[src/rtl/core/wccs_pkg.sv]
// shared types, constants and lookup functions for the windowed channel charge sum
// no dependencies
`timescale 1ns / 1ps

package wccs_pkg;

   // field widths fixed by the pulse and result formats
   localparam int CardW    = 5;
   localparam int ChanW    = 2;
   localparam int MbW      = 8;
   localparam int TimeW    = 16;
   localparam int ChargeW  = 24;
   localparam int SumW     = 32;
   localparam int CountW   = 8;
   localparam int CsrIdxW  = 2;
   localparam int CsrDataW = 16;

   // hit map covers every card/channel pair that fits the input fields
   localparam int MapIdxW  = CardW + ChanW;
   localparam int MapDepth = 2 ** MapIdxW;

   // hit map kept as one word of channel bits per card
   localparam int CardSlots = 2 ** CardW;
   localparam int ChanSlots = 2 ** ChanW;

   // configuration register indexes
   localparam logic [CsrIdxW-1:0] CsrSelMinibuffer = 2'd0;
   localparam logic [CsrIdxW-1:0] CsrWindowStart   = 2'd1;
   localparam logic [CsrIdxW-1:0] CsrWindowEnd     = 2'd2;

   // tank card list
   localparam int TankCount = 15;
   localparam logic [CardW-1:0] TankCards [TankCount] = '{
      5'd3, 5'd4, 5'd5, 5'd6, 5'd8, 5'd9, 5'd10, 5'd11,
      5'd13, 5'd14, 5'd15, 5'd16, 5'd18, 5'd19, 5'd20
   };

   // excluded card/channel pairs
   localparam int ExclCount = 4;
   localparam logic [CardW-1:0] ExclCards [ExclCount] = '{5'd4, 5'd8, 5'd14, 5'd18};
   localparam logic [ChanW-1:0] ExclChans [ExclCount] = '{2'd1, 2'd2, 2'd0, 2'd0};

   // classified pulse passed from front to back
   typedef struct packed {
      logic                 qualify;
      logic [MapIdxW-1:0]   map_idx;
      logic [ChargeW-1:0]   charge;
      logic                 last;
   } pulse_type;

   // event totals
   typedef struct packed {
      logic [SumW-1:0]      total_charge;
      logic [CountW-1:0]    hit_pmt_count;
      logic                 charge_saturated;
   } result_type;

   // card membership in the tank list
   function automatic logic card_is_tank(input logic [CardW-1:0] card);
      logic hit;
      hit = 1'b0;
      for (int i = 0; i < TankCount; i++) begin
         if (TankCards[i] == card) hit = 1'b1;
      end
      return hit;
   endfunction

   // card/channel pair on the exclusion list
   function automatic logic pair_is_excluded(input logic [CardW-1:0] card,
                                             input logic [ChanW-1:0] chan);
      logic hit;
      hit = 1'b0;
      for (int i = 0; i < ExclCount; i++) begin
         if (ExclCards[i] == card && ExclChans[i] == chan) hit = 1'b1;
      end
      return hit;
   endfunction

endpackage

[src/rtl/core/wccs_fifo.sv]
// small first-in first-out queue of registers, for pulses and results
// no package dependencies
`timescale 1ns / 1ps

module wccs_fifo #(
   parameter int WIDTH = 8,
   parameter int DEPTH = 2
) (
   input  logic             clock,
   input  logic             reset,
   input  logic             push,
   input  logic [WIDTH-1:0] wr_data,
   output logic             full,
   input  logic             pop,
   output logic [WIDTH-1:0] rd_data,
   output logic             empty
);

   localparam int PtrW = (DEPTH > 1) ? $clog2(DEPTH) : 1;
   localparam int CntW = $clog2(DEPTH + 1);

   logic [WIDTH-1:0] mem_ff [DEPTH];
   logic [PtrW-1:0]  wr_ptr_ff, wr_ptr_in;
   logic [PtrW-1:0]  rd_ptr_ff, rd_ptr_in;
   logic [CntW-1:0]  count_ff, count_in;
   logic             do_push;
   logic             do_pop;

   // status and read port
   assign full    = (count_ff == CntW'(DEPTH));
   assign empty   = (count_ff == '0);
   assign rd_data = mem_ff[rd_ptr_ff];
   assign do_push = push && !full;
   assign do_pop  = pop && !empty;

   // pointer and fill count update
   always_comb begin
      wr_ptr_in = wr_ptr_ff;
      rd_ptr_in = rd_ptr_ff;
      count_in  = count_ff;
      if (do_push) begin
         wr_ptr_in = (wr_ptr_ff == PtrW'(DEPTH - 1)) ? '0 : wr_ptr_ff + 1'b1;
      end
      if (do_pop) begin
         rd_ptr_in = (rd_ptr_ff == PtrW'(DEPTH - 1)) ? '0 : rd_ptr_ff + 1'b1;
      end
      if (do_push && !do_pop) begin
         count_in = count_ff + 1'b1;
      end else if (do_pop && !do_push) begin
         count_in = count_ff - 1'b1;
      end
   end

   // control registers
   always_ff @(posedge clock) begin
      if (reset) begin
         wr_ptr_ff <= '0;
         rd_ptr_ff <= '0;
         count_ff  <= '0;
      end else begin
         wr_ptr_ff <= wr_ptr_in;
         rd_ptr_ff <= rd_ptr_in;
         count_ff  <= count_in;
      end
   end

   // storage
   always_ff @(posedge clock) begin
      if (do_push) begin
         mem_ff[wr_ptr_ff] <= wr_data;
      end
   end

endmodule

[src/rtl/core/wccs_front.sv]
// front stage: configuration registers and pulse classification
// depends on wccs_pkg
`timescale 1ns / 1ps

module wccs_front import wccs_pkg::*; #(
   parameter int NUM_CARDS         = 32,
   parameter int CHANNELS_PER_CARD = 4
) (
   input  logic                clock,
   input  logic                reset,
   input  logic                csr_valid,
   output logic                csr_ready,
   input  logic [CsrIdxW-1:0]  csr_index,
   input  logic [CsrDataW-1:0] csr_data,
   input  logic [CardW-1:0]    card_index,
   input  logic [ChanW-1:0]    channel_index,
   input  logic [MbW-1:0]      pulse_minibuffer,
   input  logic [TimeW-1:0]    start_sample,
   input  logic [ChargeW-1:0]  pulse_charge,
   input  logic                is_last,
   output pulse_type           pulse
);

   logic [MbW-1:0]   sel_mb_ff;
   logic [TimeW-1:0] win_start_ff;
   logic [TimeW-1:0] win_end_ff;
   logic             in_range;

   // register writes are always taken
   assign csr_ready = 1'b1;

   // configuration registers
   always_ff @(posedge clock) begin
      if (reset) begin
         sel_mb_ff    <= '0;
         win_start_ff <= '0;
         win_end_ff   <= '1;
      end else if (csr_valid) begin
         case (csr_index)
            CsrSelMinibuffer: sel_mb_ff    <= csr_data[MbW-1:0];
            CsrWindowStart:   win_start_ff <= csr_data;
            CsrWindowEnd:     win_end_ff   <= csr_data;
            default: ;
         endcase
      end
   end

   // card and channel inside the configured detector size
   assign in_range = (int'(card_index) < NUM_CARDS) &&
                     (int'(channel_index) < CHANNELS_PER_CARD);

   // classify the pulse
   always_comb begin
      pulse.qualify = in_range && card_is_tank(card_index) &&
                      !pair_is_excluded(card_index, channel_index) &&
                      (pulse_minibuffer == sel_mb_ff) &&
                      (start_sample >= win_start_ff) && (start_sample <= win_end_ff);
      pulse.map_idx = {card_index, channel_index};
      pulse.charge  = pulse_charge;
      pulse.last    = is_last;
   end

endmodule

[src/rtl/core/wccs_back.sv]
// back stage: charge accumulation, hit map and event totals
// depends on wccs_pkg
`timescale 1ns / 1ps

module wccs_back import wccs_pkg::*; (
   input  logic       clock,
   input  logic       reset,
   input  logic       pulse_valid,
   input  pulse_type  pulse,
   output logic       pulse_pop,
   input  logic       result_full,
   output logic       result_push,
   output result_type result
);

   logic [SumW-1:0]      sum_ff, sum_in;
   logic [CountW-1:0]    count_ff, count_in;
   logic                 sat_ff, sat_in;
   logic [ChanSlots-1:0] hit_map_ff [CardSlots];
   logic [CardW-1:0]     hit_card;
   logic [ChanW-1:0]     hit_chan;
   logic [SumW:0]        sum_wide;
   logic                 hit_new;
   logic                 take;

   // a last item waits for room in the result queue
   assign take        = pulse_valid && !(pulse.last && result_full);
   assign pulse_pop   = take;
   assign result_push = take && pulse.last;

   // hit map word per card, one bit per channel
   assign hit_card = pulse.map_idx[MapIdxW-1:ChanW];
   assign hit_chan = pulse.map_idx[ChanW-1:0];

   assign sum_wide = {1'b0, sum_ff} + (SumW + 1)'(pulse.charge);
   assign hit_new  = pulse.qualify && !hit_map_ff[hit_card][hit_chan];

   // updated totals including the current item
   always_comb begin
      sum_in   = sum_ff;
      count_in = count_ff;
      sat_in   = sat_ff;
      if (pulse.qualify) begin
         if (sum_wide[SumW]) begin
            sum_in = '1;
            sat_in = 1'b1;
         end else begin
            sum_in = sum_wide[SumW-1:0];
         end
      end
      if (hit_new && count_ff != '1) begin
         count_in = count_ff + 1'b1;
      end
   end

   assign result.total_charge     = sum_in;
   assign result.hit_pmt_count    = count_in;
   assign result.charge_saturated = sat_in;

   // accumulators, cleared at the end of each event
   always_ff @(posedge clock) begin
      if (reset) begin
         sum_ff   <= '0;
         count_ff <= '0;
         sat_ff   <= 1'b0;
         for (int i = 0; i < CardSlots; i++) begin
            hit_map_ff[i] <= '0;
         end
      end else if (take) begin
         if (pulse.last) begin
            sum_ff   <= '0;
            count_ff <= '0;
            sat_ff   <= 1'b0;
            for (int i = 0; i < CardSlots; i++) begin
               hit_map_ff[i] <= '0;
            end
         end else begin
            sum_ff   <= sum_in;
            count_ff <= count_in;
            sat_ff   <= sat_in;
            if (hit_new) begin
               hit_map_ff[hit_card][hit_chan] <= 1'b1;
            end
         end
      end
   end

endmodule

[src/rtl/core/windowed_channel_charge_sum.sv]
// top level of the windowed channel charge sum
// depends on wccs_pkg, wccs_front, wccs_fifo, wccs_back
`timescale 1ns / 1ps

// Usage
// - pulses enter on the req_ queue port: an item is taken at a clock edge with
//   req_push high and req_full low
// - totals leave on the rsp_ queue port: the oldest result is shown while
//   rsp_empty is low and is taken at an edge with rsp_pop high
// - csr_ready is always high; registers (minibuffer, window start, window end)
//   are written by the user over csr_ only while no event is in flight (unenforced)
// - throughput: one pulse per cycle while req_full is low, set by the add and
//   hit map lookup in the back stage
// - a last pulse is registered in the classify queue and its totals in the
//   result queue before they show on the rsp_ ports
// - when the receiver stalls, results collect in a two-entry result queue;
//   pulses keep flowing until a last pulse finds that queue full, then the
//   classify queue fills and req_full rises
// - reset clears the registers to their defaults, empties both queues and
//   clears the sum, the hit count, the saturation flag and the hit map at once
module windowed_channel_charge_sum import wccs_pkg::*; #(
   parameter int NUM_CARDS         = 32,
   parameter int CHANNELS_PER_CARD = 4
) (
   input  logic                clock,
   input  logic                reset,
   input  logic                csr_valid,
   output logic                csr_ready,
   input  logic [CsrIdxW-1:0]  csr_index,
   input  logic [CsrDataW-1:0] csr_data,
   input  logic                req_push,
   output logic                req_full,
   input  logic [CardW-1:0]    req_card_index,
   input  logic [ChanW-1:0]    req_channel_index,
   input  logic [MbW-1:0]      req_pulse_minibuffer,
   input  logic [TimeW-1:0]    req_pulse_time,
   input  logic [ChargeW-1:0]  req_pulse_charge,
   input  logic                req_is_last,
   output logic                rsp_empty,
   input  logic                rsp_pop,
   output logic [SumW-1:0]     rsp_total_charge,
   output logic [CountW-1:0]   rsp_hit_pmt_count,
   output logic                rsp_charge_saturated
);

   pulse_type  front_pulse;
   pulse_type  back_pulse;
   logic       mid_empty;
   logic       mid_pop;
   logic       res_full;
   logic       res_push;
   result_type back_result;
   result_type rsp_result;

   // classification
   wccs_front #(
      .NUM_CARDS         (NUM_CARDS),
      .CHANNELS_PER_CARD (CHANNELS_PER_CARD)
   ) u_front (
      .clock            (clock),
      .reset            (reset),
      .csr_valid        (csr_valid),
      .csr_ready        (csr_ready),
      .csr_index        (csr_index),
      .csr_data         (csr_data),
      .card_index       (req_card_index),
      .channel_index    (req_channel_index),
      .pulse_minibuffer (req_pulse_minibuffer),
      .start_sample     (req_pulse_time),
      .pulse_charge     (req_pulse_charge),
      .is_last          (req_is_last),
      .pulse            (front_pulse)
   );

   // queue between classification and accumulation
   wccs_fifo #(
      .WIDTH ($bits(pulse_type)),
      .DEPTH (2)
   ) u_mid_fifo (
      .clock   (clock),
      .reset   (reset),
      .push    (req_push),
      .wr_data (front_pulse),
      .full    (req_full),
      .pop     (mid_pop),
      .rd_data (back_pulse),
      .empty   (mid_empty)
   );

   // accumulation
   wccs_back u_back (
      .clock       (clock),
      .reset       (reset),
      .pulse_valid (!mid_empty),
      .pulse       (back_pulse),
      .pulse_pop   (mid_pop),
      .result_full (res_full),
      .result_push (res_push),
      .result      (back_result)
   );

   // result queue
   wccs_fifo #(
      .WIDTH ($bits(result_type)),
      .DEPTH (2)
   ) u_rsp_fifo (
      .clock   (clock),
      .reset   (reset),
      .push    (res_push),
      .wr_data (back_result),
      .full    (res_full),
      .pop     (rsp_pop),
      .rd_data (rsp_result),
      .empty   (rsp_empty)
   );

   assign rsp_total_charge     = rsp_result.total_charge;
   assign rsp_hit_pmt_count    = rsp_result.hit_pmt_count;
   assign rsp_charge_saturated = rsp_result.charge_saturated;

endmodule
[config.mk]
export PLATFORM = sky130hd
export DESIGN_NAME = windowed_channel_charge_sum
export DESIGN_NICKNAME = d
export VERILOG_FILES = /design/src/rtl/core/wccs_pkg.sv /design/src/rtl/core/wccs_fifo.sv /design/src/rtl/core/wccs_front.sv /design/src/rtl/core/wccs_back.sv /design/src/rtl/core/windowed_channel_charge_sum.sv
export SDC_FILE = /design/constraint.sdc
export NUM_CORES = 1
export LEC_CHECK = 0
export BUFFER_PORTS_ARGS = -buffer_cell sky130_fd_sc_hd__buf_4
export CORE_MARGIN = 2
export CORE_UTILIZATION = 60
export DETAILED_ROUTE_END_ITERATION = 6
export MAX_ROUTING_LAYER = met4
export PLACE_DENSITY = 0.79
export SLEW_MARGIN = 5
export SYNTH_ARGS = -nofsm -noshare
export SYNTH_HDL_FRONTEND = slang
export SYNTH_HIERARCHICAL = 1
export SYNTH_SLANG_ARGS = --single-unit
[constraint.sdc]
create_clock -name clock -period 5.9 [get_ports clock]
set_clock_uncertainty 0.1 [all_clocks]
set_input_delay 0.295 -clock clock [delete_from_list [all_inputs] [get_ports clock]]
set_output_delay 0.295 -clock clock [all_outputs]
set_load 0.02 [all_outputs]
==> impl_metrics.json, run 1 <==
{
  "fp.dieW_um": 174,
  "rows": 62,
  "netlist_area_mm2": 0.0173,
  "cp_slowest_cell": "nand3_1",
  "wire_per_inst_um": 17.8,
  "fillers": 2166,
  "ys_types": 88,
  "p_comb_share_pct": 32.3,
  "reg2reg_depth": 9,
  "pre_cts_ws_ns": 1.61,
  "start_util_pct": 60.7,
  "gp_congestion": 0.909,
  "crit_type": "flop to flop",
  "worst_slack_ns": 1.47,
  "multiInputGateArea_mm2": 0.00762,
  "cp-end-kind": "flop",
  "worstPathArrival_ns": 4.74,
  "hold_violations": 0,
  "endpoint": "u_back/hit_map_ff[28][3]$_DFF_P_",
  "outcome": "finished, final reports clean",
  "cp-start-kind": "flop",
  "min_period_over_period_pct": 75.2,
  "finalMaxSlewViolations": 0,
  "p_sw_mw": 2.83,
  "io_pins": 123,
  "p_leak_nw": 7.57,
  "antenna_found_initial": 0,
  "dp_hpwl_um": 26700,
  "grt_pass1_wl_um": 63200,
  "dieArea_mm2": 0.0302,
  "area_delta_synth_final_pct": 15.2,
  "power.internal_mw": 5.59,
  "cts_htree_levels": 2,
  "wirelength_um": 39400,
  "cts_root_buf": "clkbuf_16",
  "crit_top_cell": "nand3_1",
  "hold_path_class": "input pin to flop",
  "clock_power_share_pct": 29.9,
  "synth-seq-cells": 367,
  "hold_path_startpoint": "req_push",
  "synth_edf_count": 148,
  "first_global_vias": 12100,
  "placed_cells": 2099,
  "ant_nets": 0,
  "vias": 12900,
  "numCtsBuffers": 38,
  "whs_path_depth": 4,
  "drc": 0,
  "async_flop_share_pct": 0,
  "final_net_count": 1942,
  "critPathBufInv": 1,
  "grt_overflow_total": 0,
  "core-area_mm2": 0.0285,
  "synth_cells": 1702,
  "setup_viol": 0,
  "fmax_ghz": 0.226,
  "slowest_delay_ns": 0.85,
  "synth_nets": 1841,
  "path_delay_family": "simple AND/OR/NAND/NOR gates",
  "clkTransAtPathRegs_ns": 0.07,
  "tns_ns": 0,
  "r2r_slack_ns": 1.47,
  "crit_fanout": 47,
  "grt_max_degree": 64,
  "seqPwrFrac_pct": 37.8,
  "clkSinkCount": 367,
  "drtPass1Iterations": 5,
  "drt_iter0_markers": 1039,
  "stdcell_count": 2216,
  "pwr_density_cell_mw_per_mm2": 422,
  "n_antenna_cell": 0,
  "tightestPinTransition_ns": 1.30,
  "r2r_end": "u_back/hit_map_ff[28][3]$_DFF_P_",
  "peakVddDrop_mv": 0.243,
  "cp_num_cells": 9,
  "cts.repair.resized": 0,
  "cp.required_ns": 6.20,
  "drive_gt1_share_pct": 16.6,
  "hold_buffers": 48,
  "regArea_mm2": 0.00883,
  "total_power_mw": 8.42,
  "synth-seq-area-share_pct": 51.0,
  "syn_avg_cell_area_um2": 10.2,
  "clk_latency_ns": 0.52,
  "crit_path_cell_trace": "mux2_4 -> buf_4 -> mux2i_1 -> o22ai_1 -> nor4_1 -> nand3_1 -> a41oi_2 -> nand3_1 -> o21ai_0",
  "period_needed_ns": 4.43,
  "cts_setup_buffers": 0,
  "io_buffers": 121,
  "track_usage_pct": 26.6,
  "fp.dieH_um": 174,
  "rsz0062_at_grt": "false",
  "swShare_pct": 33.6,
  "cap_violations": 0,
  "ys.flop_type": "dfxtp_1",
  "cts_tree": "built",
  "relSlewSlack_pct": 13.1,
  "vias_per_cell": 5.82,
  "cts_buffer_depth": 3,
  "yosys_warnings": 6
}
[flip-flops by register name, summed over array words and instances (netlist names), named ones only]
name and flops:
u_back/hit_map_ff 128, u_rsp_fifo/mem_ff 82, u_mid_fifo/mem_ff 66, u_back/sum_ff 32, u_front/win_end_ff 16, u_front/win_start_ff 16, u_back/count_ff 8, u_front/sel_mb_ff 8
u_mid_fifo/count_ff 2, u_rsp_fifo/count_ff 2, u_back/sat_ff 1, u_mid_fifo/rd_ptr_ff 1, u_mid_fifo/wr_ptr_ff 1, u_rsp_fifo/rd_ptr_ff 1, u_rsp_fifo/wr_ptr_ff 1
[synth_stat cells, types with 11 or more instances]
library cell,instances,area [µm²]
nand2_1,239,897
dfxtp_1,219,4380
o21ai_0,177,886
edfxtp_1,148,4440
nor2_1,121,454
a21oi_1,82,410
mux2_2,74,833
mux2i_1,72,721
ha_1,59,738
inv_1,56,210
buf_4,39,293
clkbuf_1,35,131
o22ai_1,32,200
nand3_1,27,135
buf_2,24,120
xor2_1,23,201
xnor2_1,20,175
a211o_1,18,158
clkbuf_2,14,70.1
nor3_1,14,70.1
a21o_1,13,97.6
a22o_1,11,96.3
a31oi_1,11,68.8
[placed cells by master, fill, tap and decap left out, types with 6 or more instances in the layout]
master         instances
nand2_1              239
dfxtp_1              218
o21ai_0              177
edfxtp_1             148
buf_4                132
nor2_1               119
a21oi_1               82
mux2_2                73
mux2i_1               72
ha_1                  59
inv_1                 56
dlygate4sd3_1         48
clkbuf_16             41
o22ai_1               32
nand3_1               27
xor2_1                23
xnor2_1               20
a211o_1               18
nor3_1                14
a21o_1                13
a31oi_1               11
a22o_1                11
or3_1                 10
nor2b_1                8
o211ai_1               8
nand4_1                8
clkbuf_1               7
nor4_1                 7
a31oi_4                7
or2_2                  6
and3_1                 6
nor3b_1                6
[logic make-up (layout without fill, tap and decap cells)]
| family | Yosys count | in the layout | share of synthesized area, % |
|---|---|---|---|
| other | 1 | 1 | 0.0217 |
| buffers and inverters | 176 | 306 | 5.07 |
| muxes | 149 | 149 | 9.17 |
| DFF | 367 | 367 | 51.0 |
| AOI/OAI and AO/OA | 410 | 410 | 15.0 |
| adders and majority gates | 60 | 60 | 4.38 |
| xor gates and xnor gates | 43 | 43 | 2.17 |
| and+or+nand+nor | 496 | 496 | 13.2 |
[how the worst min path moves through the flow]
| stage | to | slack, ns |
|---|---|---|
| after floorplan | u_mid_fifo/count_ff[1]$_SDFFE_PP0P_ | 0.26 |
| after global placement | u_back/hit_map_ff[21][1]$_DFF_P_ | 0.33 |
| after detailed placement | u_back/hit_map_ff[8][0]$_DFF_P_ | 0.34 |
| after CTS | u_mid_fifo/wr_ptr_ff$_SDFFE_PP0N_ | 0.05 |
| after global routing | u_mid_fifo/wr_ptr_ff$_SDFFE_PP0N_ | 0.12 |
| final | u_mid_fifo/wr_ptr_ff$_SDFFE_PP0N_ | 0.07 |
[power groups by stage]
stage / logic, mW / registers (mW) / clock network (mW)
CTS: 2.71 / 3.18 / 2.56
floorplan: 2.00 / 3.17 / 0
finish: 2.72 / 3.18 / 2.52
global placement: 2.63 / 3.22 / 0
global route: 2.95 / 3.22 / 2.65
detailed placement: 2.66 / 3.24 / 0
[stage by stage]
step                      hold slack [ns]  utilization, %  cell area (µm²)
after global placement              0.332            63.5            18100
after global routing                0.121            69.9            19900
final                              0.0727            69.9            19900
after floorplan                     0.264               -            17300
after CTS                          0.0521            69.9            19900
after detailed placement            0.341            63.5            18100
[area by class of cell]
| cell class | count | share of cell area [%] |
|---|---|---|
| multi-input combinational | 1159 | 38.2 |
| sequential | 367 | 44.3 |
| clock inverter | 18 | 1.17 |
| tap | 384 | 2.41 |
| timing repair buffer | 180 | 7.38 |
| clock buffer | 51 | 5.48 |
| inverter | 57 | 1.07 |
[worst reg2reg max path, cell delays in order (launching register included)]
cell and delay [ns]:
dfxtp_1 0.32, mux2_4 0.73, buf_4 0.56, mux2i_1 0.27, o22ai_1 0.16, nor4_1 0.28
nand3_1 0.22, a41oi_2 0.34, nand3_1 0.85, o21ai_0 0.50
[routing by layer]
layer / up-vias / routed length (µm) / GRT usage, %
met3: 69 / 2260 / 3.51
met2: 408 / 18600 / 42.5
li1: 6281 / - / -
met5: - / 0 / -
met4: 0 / 995 / 6.93
met1: 6140 / 17600 / 36.0
Power figures use the tool's default switching activity.
==> run 2, diff against run 1 <==
Clock period 5.9 ns to 4.2 ns, I/O delays scaled along.
==> impl_metrics.json, run 2 (synthesis gave the netlist of run 1 again) <==
{
  "outcome": "finished, final reports clean",
  "cp_slowest_cell": "nor2_2",
  "clkTransAtPathRegs_ns": 0.06,
  "drt_iter0_markers": 1154,
  "io_pins": 123,
  "fmax_ghz": 0.254,
  "io_buffers": 121,
  "layout_common_cells": "239 x nand2_1, 218 x dfxtp_1, 177 x o21ai_0",
  "setup_viol": 0,
  "hold_violations": 0,
  "worstPathArrival_ns": 4.18,
  "cp-end-kind": "flop",
  "finalMaxSlewViolations": 0,
  "peakVddDrop_mv": 0.325,
  "path_delay_family": "compound AO/OA/AOI/OAI gates",
  "grt_max_degree": 129,
  "hold_path_class": "input pin to flop",
  "cts_htree_levels": 2,
  "cts_root_buf": "clkbuf_16",
  "dp_hpwl_um": 27600,
  "period_needed_ns": 3.93,
  "antenna_found_initial": 1,
  "tightestPinTransition_ns": 1.07,
  "worst_slack_ns": 0.266,
  "drc": 0,
  "relSlewSlack_pct": 28.5,
  "clkSinkCount": 367,
  "start_util_pct": 60.7,
  "clk_latency_ns": 0.53,
  "rsz0062_at_grt": "false",
  "cts_buffer_depth": 3,
  "cp.required_ns": 4.45,
  "whs_path_depth": 4,
  "pre_cts_ws_ns": 0.348,
  "vias_per_cell": 5.90,
  "wirelength_um": 40600,
  "p_leak_nw": 7.62,
  "hold_path_startpoint": "rsp_pop",
  "hold_buffers": 49,
  "cp-start-kind": "flop",
  "cts_tree": "built",
  "drive_gt1_share_pct": 16.8,
  "fin_util_pct": 70.2,
  "first_global_vias": 12400,
  "cts.repair.resized": 0,
  "min_period_over_period_pct": 93.7,
  "drtPass1Iterations": 6,
  "final_net_count": 1957,
  "crit_type": "flop to flop",
  "core-area_mm2": 0.0285,
  "cap_violations": 0,
  "crit_path_cell_trace": "buf_12 -> mux2_2 -> ha_1 -> nand3_2 -> o41a_1 -> a31oi_4 -> o211ai_4 -> o21a_4 -> nor2_2 -> nor2_1 -> a21oi_1",
  "track_usage_pct": 27.1,
  "numCtsBuffers": 38,
  "final_common_cell": "nand2_1",
  "area_delta_synth_final_pct": 15.8,
  "rows": 62,
  "fp.dieW_um": 174,
  "cts_setup_buffers": 0,
  "fillers": 2069,
  "largest_reg_flops": 128,
  "regMostFlops": "u_back/hit_map_ff",
  "critPathBufInv": 1,
  "wire_per_inst_um": 18.2,
  "crit_fanout": 32,
  "grt_overflow_total": 0,
  "fp.dieH_um": 174,
  "vias": 13200,
  "tns_ns": 0,
  "gp_congestion": 0.981,
  "top_regs": "u_back/hit_map_ff x128, u_rsp_fifo/mem_ff x82, u_mid_fifo/mem_ff x66",
  "cp_num_cells": 11,
  "grt_pass1_wl_um": 64500,
  "ant_nets": 0,
  "reg2reg_depth": 11,
  "holdWs_ns": 0.0413,
  "pwr_density_cell_mw_per_mm2": 588,
  "dieArea_mm2": 0.0302,
  "slowest_delay_ns": 0.60
}
run 2: cell count changes in the layout (fill, tap and decap cells not counted), moves of 2 or more:
cell / before / now
clkinvlp_4: 3 / 1
clkbuf_1: 7 / 15
buf_4: 132 / 142
buf_12: 0 / 4
clkbuf_8: 3 / 1
inv_6: 3 / 1
run 2: worst paths after layout:
kind,endpoint,slack (ns)
max,u_rsp_fifo/mem_ff[0][17]$_DFFE_PP_,0.27
min,flop,0.04
max reg2reg,u_rsp_fifo/mem_ff[0][17]$_DFFE_PP_,0.27
min reg2reg,u_back/hit_map_ff[12][3]$_DFF_P_,0.35
run 2: area by class of cell:
type / instances / area, µm² / area share (%)
Clock inverter: 12 / 166 / 0.830
Sequential cell: 367 / 8830 / 44.0
Clock buffer: 57 / 1100 / 5.47
Tap cell: 384 / 480 / 2.40
Multi-Input combinational cell: 1159 / 7620 / 38.0
Inverter: 57 / 214 / 1.07
Timing Repair Buffer: 195 / 1640 / 8.16
Antenna cell: 1 / 2.50 / 0.0125
run 2: worst reg2reg max path: stages (launching register included):
cell and delay (ns):
dfxtp_1 0.40, buf_12 0.23, mux2_2 0.38, ha_1 0.40, nand3_2 0.14, o41a_1 0.46, a31oi_4 0.22, o211ai_4 0.15
o21a_4 0.26, nor2_2 0.60, nor2_1 0.17, a21oi_1 0.24
run 2: metrics by stage:
stage | cell area, µm² | power, mW | instances
floorplan | 17300 | 7.26 | 1702
global placement | 18300 | 8.29 | 2113
detailed placement | 18300 | 8.39 | 2113
CTS | 20000 | 11.8 | 2231
global route | 20000 | 12.3 | 2232
finish | 20000 | 11.8 | 2232
run 2: where the power goes:
part	switching, mW	leakage (nW)	internal [mW]	total, mW
clock	1.33	0.608	2.06	3.39
combinational	2.44	3.86	1.48	3.93
sequential	0.212	3.15	4.27	4.49
run 2: layer usage:
layer / wire length (µm) / track usage, %
met2: 19200 / 43.0
met3: 2700 / 4.30
met5: 0 / -
met1: 17600 / 35.5
met4: 1140 / 9.52
